**config.mk**
```make
export PLATFORM = sky130hd
export DESIGN_NAME = bhte_match
export DESIGN_NICKNAME = d
export VERILOG_FILES = /design/src/design/bhte_pkg.sv /design/src/design/bhte_match.sv
export SDC_FILE = /design/constraint.sdc
export NUM_CORES = 1
export LEC_CHECK = 0
export CORE_AREA = 2 2 428 430
export DETAILED_ROUTE_END_ITERATION = 7
export DIE_AREA = 0 0 430 432
export DONT_BUFFER_PORTS = 1
export GPL_ROUTABILITY_DRIVEN = 0
export PLACE_DENSITY = 0.3
export REMOVE_ABC_BUFFERS = 1
export SLEW_MARGIN = 40
export SYNTH_ARGS = -nofsm -noshare
export SYNTH_HDL_FRONTEND = slang
export SYNTH_SLANG_ARGS = --single-unit
```
**constraint.sdc**
```tcl
create_clock -name vclk -period 2.2
set_input_delay 0.33 -clock vclk [all_inputs]
set_output_delay 0.33 -clock vclk [all_outputs]
set_load 0.02 [all_outputs]
```
**src/design/bhte_pkg.sv**
```systemverilog
// bhte_pkg: shared constants, codes and types of the bucketed hash table engine
// no dependencies; used by every module of the block

package bhte_pkg;

  // table geometry (bucket count must be a power of two)
  localparam int BUCKET_COUNT = 256;
  localparam int BUCKET_SLOTS = 8;
  localparam int BKT_W        = $clog2(BUCKET_COUNT);
  localparam int SLOT_W       = $clog2(BUCKET_SLOTS);
  localparam int KEY_W        = 64;
  localparam int VAL_W        = 64;
  localparam int CNT_W        = 11;

  // stream payload layout
  localparam int IN_TDATA_W  = 136;
  localparam int OUT_TDATA_W = 80;

  // operation codes
  localparam logic [1:0] OP_LOOKUP = 2'd0;
  localparam logic [1:0] OP_INSERT = 2'd1;
  localparam logic [1:0] OP_REMOVE = 2'd2;

  // result status codes
  localparam logic [1:0] ST_OK   = 2'd0;
  localparam logic [1:0] ST_MISS = 2'd1;
  localparam logic [1:0] ST_FULL = 2'd2;
  localparam logic [1:0] ST_DUP  = 2'd3;

  // one bucket row as stored in the row memory
  typedef struct packed {
    logic [SLOT_W-1:0]                  fill;
    logic [BUCKET_SLOTS-1:0][KEY_W-1:0] keys;
    logic [BUCKET_SLOTS-1:0][VAL_W-1:0] vals;
  } row_t;

  // outcome of the parallel key compare
  typedef struct packed {
    logic              hit;
    logic [SLOT_W-1:0] slot;
  } match_t;

  // outcome of the row update
  typedef struct packed {
    logic             wr_en;
    logic             inc;
    logic             dec;
    logic [1:0]       status;
    logic [VAL_W-1:0] found;
  } upd_t;

endpackage

```
**src/design/bhte_match.sv**
```systemverilog
// bhte_match: compares a key against every live slot of a row in parallel
// depends on bhte_pkg; returns the lowest matching slot

module bhte_match (
  input  logic [bhte_pkg::KEY_W-1:0] key,
  input  bhte_pkg::row_t             row,
  output bhte_pkg::match_t           result
);

  localparam int SW = bhte_pkg::SLOT_W;

  logic [bhte_pkg::BUCKET_SLOTS-1:0] hit_vec;

  // per-slot compare, limited to filled slots
  always_comb begin
    for (int i = 0; i < bhte_pkg::BUCKET_SLOTS; i++) begin
      hit_vec[i] = (SW'(i) < row.fill) && (row.keys[i] == key);
    end
  end

  // lowest slot wins
  always_comb begin
    result.hit  = |hit_vec;
    result.slot = '0;
    for (int i = bhte_pkg::BUCKET_SLOTS - 1; i >= 0; i--) begin
      if (hit_vec[i]) begin
        result.slot = SW'(i);
      end
    end
  end

endmodule

```
After elaboration in Yosys (flattened, before gate mapping)
Cells that the tools add are included.
{ "op_classes": {"n_reduce_logical": 9, "multipliers": 0, "addsub": 0, "order_cmp": 8, "n_mux": 8, "div_mod_pow": 0, "bitwise": 0, "n_eq_ne": 8, "n_shift": 0} }
{ "ops": {"columns": ["cell", "n"], "rows": [
  ["$eq 64x64->1", 8],
  ["$mux 3", 8],
  ["$lt 3x3->1 const A", 4],
  ["$logic_and 1x1->1", 8],
  ["$reduce_or 8->1", 1],
  ["$lt 1x3->1 const A", 2],
  ["$lt 2x3->1 const A", 2]
]} }
{ "word_totals": {"out_inout_bits": 4, "latchBits": 0, "mem_bits_rw": 0, "mem_bits_ro": 0, "mem_count": 0, "regBits": 0} }

Longest topological paths before layout
Gate-level depths: netlist of run 1.
{ "depth": {"word_depth": 10, "mapped_depth": 8, "mapped_depth_nobuf": 7} }

Least setup slack after synthesis of run 1
Ideal clock, no wire load.
{ "synth_path": {"path_kind": "input-to-output", "from": "input key[19] in the netlist's numbering", "to": "output result[2] in the netlist's numbering", "cell_stages": 8, "required_time_ns": 1.870, "setup_slack_ns": -0.275, "path_buffers": 1, "arrival_time_ns": 2.145, "cell_sequence": "buf_2 > xor2_1 > nor4_1 > nand4_1 > nor4_1 > and2_1 > nor3_1 > nor4_1"} }
{ "synth_rtl": {"columns": ["element", "line", "text"], "rows": [
  ["start, declared", "bhte_match.sv:5", "input logic [bhte_pkg::KEY_W-1:0] key,"],
  ["end, declared", "bhte_match.sv:7", "output bhte_pkg::match_t result"]
]} }

==> flow_summary.ini, run 1 <==
[status]
outcome = finished with violations
violations = setup timing

[floorplan]
die_y_um = 432
io_pins = 1095
die_x_um = 430
core_um2 = 182000
die_area_um2 = 186000
initial_core_util = 0.0306
row_count = 157

[final_layout]
drive_above_1_share = 0.174
nNetsFinal = 1847
synthToLayoutAreaGrowth_pct = 65.1
clkbuf_count = 0
seqCellArea_um2 = 0
nFlopsAndLatches = 0

[routing]
wl_um = 98600
num_vias = 6332
wire_per_inst_um = 31.4
drt_iter0_drc = 529
postRouteAntennaNets = 0
drtPass1Iterations = 5
via_per_inst = 2.01
drc = 0

[setup_path]
crit_path_end_kind = output port
startpoint_type = primary input
arrival_ns = 2.61
crit_start = key[2]
cp_cell_sequence = xnor2_4 -> nand4_1 -> nor4_4 -> buf_4 -> nand4_1 -> nor4_4 -> buf_6 -> or3b_4 -> a21oi_2 -> buf_6
cp_slowest_cell = nor4_4
critical-path-max-stage-delay_ns = 0.47
path_max_fanout = 7
criticalPathCategory = in -> out
cp.required_ns = 1.87

[pwr]
p_int_uw = 604
combPwrFrac = 1.000
seq_power_share = 0
power.total_uw = 1090
p_leak_uw = 0.00230
p_per_area_nw_per_um2 = 119
sw_frac_of_total = 0.447
switching_power_uw = 488
ir_drop_v = 0.0000288
clockPowerShare = 0

[timing]
period_share = 1.33
worstMarginPinSlew_ns = 0.501
period_minus_slack_ns = 2.94
final_hold_viol_count = 0
slew_headroom = 0.663
slew_violations = 0
setup_ws_ns = -0.736
grt_setup_unrepaired = true
fmax_ghz = 0.341
final-setup-viol-count = 4

[logic_synthesis]
syn_area_per_cell_um2 = 7.57
yosys_warnings = 0
synth_cell_type_count = 41
synthesis.area_um2 = 5570
syn_inst = 736
yosysSeqAreaShare = 0

[global_routing]
grt_pass1_wl_um = 111000
overflow = 0
first_global_vias = 6248
grt_start_max_net_pins = 10
track_usage = 0.101
antenna_found_initial = 41

[place]
dpl_worst_slack_ns = -1.28
post-dp-hpwl_um = 88500
port_buffers = 0

[hold_path]
hold_path_class = in -> out
min-delay-start = row[623]

[clocking]
hold_buffers = 0

[job]
maxCapViolCount = 0
==> per-stage QoR <==
stage | hold WS, ns | instance area [um2] | utilization | setup TNS, ns | cells
4_1_cts | 1.30 | 8960 | 0.0493 | -2.71 | 3138
5_1_grt | 1.28 | 9190 | 0.0505 | -2.85 | 3142
6_report | 1.26 | 9190 | 0.0506 | -2.36 | 3145
2_1_floorplan | 1.03 | 5170 | - | -0.115 | 672
3_3_place_gp | 1.28 | 8800 | 0.0484 | -6.57 | 3137
3_5_place_dp | 1.30 | 8820 | 0.0485 | -4.65 | 3137
==> logic make-up after synthesis <==
family	synth area share
AO/OA/AOI/OAI	0.0926
AND/OR/NAND/NOR	0.193
buffers and inverters	0.104
XOR/XNOR	0.611
==> power groups by stage <==
stage	clock network, uW	logic (uW)	registers (uW)
finish	0.000387	1090	0
global route	0.000190	1180	0
CTS	0	1080	0
detailed placement	0	1040	0
global placement	0	1050	0
floorplan	0	699	0
==> what timing repair did <==
item                                    CTS  global route
gates resized for setup                  23            31
setup buffers                             1             1
endpoints found under the setup margin    4             4
pin swaps                                13            17
==> worst max-delay path: cells and delay by family <==
| kind | cells | cell delay, ns |
|---|---|---|
| simple gates | 5 | 1.43 |
| buf+inv | 3 | 0.50 |
| xor+xnor | 1 | 0.15 |
| compound gates | 1 | 0.15 |
==> synthesized netlist by cell type, drive strengths merged (3+ instances only) <==
library cell | number | area share
o2111ai | 5 | 0.0079
o2bb2ai | 8 | 0.013
nand2b | 16 | 0.018
o22ai | 16 | 0.019
nor4 | 63 | 0.072
a221oi | 12 | 0.019
inv | 47 | 0.032
a22oi | 7 | 0.0094
clkbuf | 3 | 0.0038
nand3 | 6 | 0.0054
nand4 | 66 | 0.074
nor3 | 8 | 0.0072
nand2 | 6 | 0.0040
xor2 | 175 | 0.28
buf | 61 | 0.068
nor2 | 4 | 0.0027
xnor2 | 210 | 0.34
o221ai | 4 | 0.0063
==> layout make-up <==
cell class,instances,area [um2]
multi-input cells,625,5340
repair buffers,82,676
diodes,6,15.0
well taps,2385,2980
inverters,47,176
fillers,21441,173000
==> per-layer routing <==
metal  part of all wire  GRT usage  up-vias
met2               0.43      0.149      489
li1                   -          -     2577
met5             0.0046    0.00286        -
met4             0.0074     0.0122       62
met1               0.39      0.118     3108
met3               0.17     0.0764       96
==> worst paths after layout <==
path                        end  slack (ns)  cells after the start
worst max-delay path  result[1]       -0.74                     10
worst min-delay path  result[0]        1.26                      5
==> cell usage in the layout, fill, tap and decap left out, types with 6 or more instances in the layout <==
master     synthesis  final
nand4_1           66     66
buf_6             10      6
xnor2_1          206    193
nand2b_1          16     16
nor4_2             1     10
diode_2            0      6
xnor2_2            4     14
nor4_4             0      7
inv_1             45     45
buf_4              5     73
a22oi_1            7      7
xor2_1           175    175
o2bb2ai_1          8      8
o22ai_1           15     15
a221oi_1          12     12
nor3_1             8      7
nor4_1            62     46
No activity file was read; power rests on OpenSTA's default activity.
==> inputs of run 2 (changes only) <==
clock period = 3.3 ns   (was 2.2 ns; I/O delays follow)
==> flow_summary.ini, run 2 (synthesized netlist as in run 1, its figures left out) <==
[final_layout]
clkbuf_count = 0
fillers = 21577
final_cell_mix = xnor2_1, xor2_1, nand4_1
fin_util = 0.0485
seqCellArea_um2 = 0
synthToLayoutAreaGrowth_pct = 58.4
nNetsFinal = 1818
final_common_cell = xnor2_1
drive_above_1_share = 0.117
nFlopsAndLatches = 0

[pwr]
power.total_uw = 699
seq_power_share = 0
p_int_uw = 374
p_per_area_nw_per_um2 = 79.3
p_leak_uw = 0.00204
combPwrFrac = 1.000
clockPowerShare = 0
switching_power_uw = 326
ir_drop_v = 0.0000324
sw_frac_of_total = 0.466

[status]
outcome = finished with violations
violations = setup timing

[timing]
worstMarginPinSlew_ns = 0.890
hold_slack_ns = 1.60
fmax_ghz = 0.292
final-setup-viol-count = 1
slew_headroom = 0.402
tns_ns = -0.127
period_minus_slack_ns = 3.43
period_share = 1.04
setup_ws_ns = -0.127
final_hold_viol_count = 0
slew_violations = 0
grt_setup_unrepaired = true

[global_routing]
overflow = 0
grt_pass1_wl_um = 105000
track_usage = 0.0953
grt_start_max_net_pins = 10
antenna_found_initial = 32
first_global_vias = 6201

[floorplan]
core_um2 = 182000
io_pins = 1095
die_x_um = 430
initial_core_util = 0.0306
die_area_um2 = 186000
row_count = 157
die_y_um = 432

[routing]
drt-met1-wl_um = 40900
wl_met2_um = 43100
wl_um = 93300
routed.top_layer = met5
dr_wl_met3_um = 8360
drtPass1Iterations = 5
num_vias = 6187
drt_iter0_drc = 588
postRouteAntennaNets = 0
wire_per_inst_um = 29.9
via_per_inst = 1.98
drc = 0

[hold_path]
whs_path_depth = 5
hold_path_class = in -> out
min-delay-start = key[23]
min_to = result[3]

[place]
post-dp-hpwl_um = 81700
port_buffers = 0
dpl_worst_slack_ns = -0.500

[setup_path]
crit_path_end_kind = output port
criticalPathCategory = in -> out
startpoint_type = primary input
path_max_fanout = 7
arrival_ns = 2.93
cp.required_ns = 2.80
crit_start = key[19]

[clocking]
postCtsSetupBuffers = 0

[job]
maxCapViolCount = 0
[run 2: cell count changes in the layout (fill, tap and decap cells not counted), moves of 4 or more]
cell / change
buf_4: -25
buf_6: -4
diode_2: +8
nor4_1: +6
nor4_4: -4
xnor2_1: +8
xnor2_2: -8
[run 2: area by class of cell]
type               instances  area [um2]  share of cell area
repair buffers            53         443              0.0502
diodes                    14        35.0             0.00397
multi-input cells        625        5180               0.587
inverters                 47         180              0.0204
well taps               2385        2980               0.338
[run 2: power groups by stage]
stage | sequential, uW | clock (uW) | combinational, uW
after floorplan | 0 | 0 | 466
after global placement | 0 | 0 | 689
final | 0 | 0.000594 | 699
after detailed placement | 0 | 0 | 689
after CTS | 0 | 0 | 704
after global routing | 0 | 0.000273 | 762
[run 2: timing repair]
item	4_1_cts	5_1_grt
endpoints found under the setup margin	4	4
gates resized for setup	12	10
pin swaps	8	3
cloned	0	0
hold buffers	0	0
[run 2: through the flow]
stage | area [um2] | instances
detailed placement | 8630 | 3110
CTS | 8710 | 3110
finish | 8820 | 3124
global route | 8800 | 3116
floorplan | 5170 | 672
global placement | 8610 | 3110
[run 2: worst max-delay path by stage]
stage,to,cells after the start,slack [ns]
floorplan,result[2],7,0.66
global placement,result[1],10,-0.77
detailed placement,result[1],10,-0.50
CTS,result[1],10,-0.12
global route,result[1],10,-0.14
finish,result[1],10,-0.13
[run 2: worst max-delay path: stages]
cell and delay, ns:
xnor2_2 0.17, nand4_1 0.16, nor4_4 0.42, buf_4 0.21, nand4_1 0.28, nor4_2 0.24
buf_4 0.17, or3b_4 0.42, a21oi_2 0.17, buf_6 0.14
[run 2: routing by layer]
metal	up-vias	GRT usage
met5	-	0.000781
met4	16	0.0122
met3	64	0.0320
met2	535	0.154
met1	3044	0.125
li1	2528	-
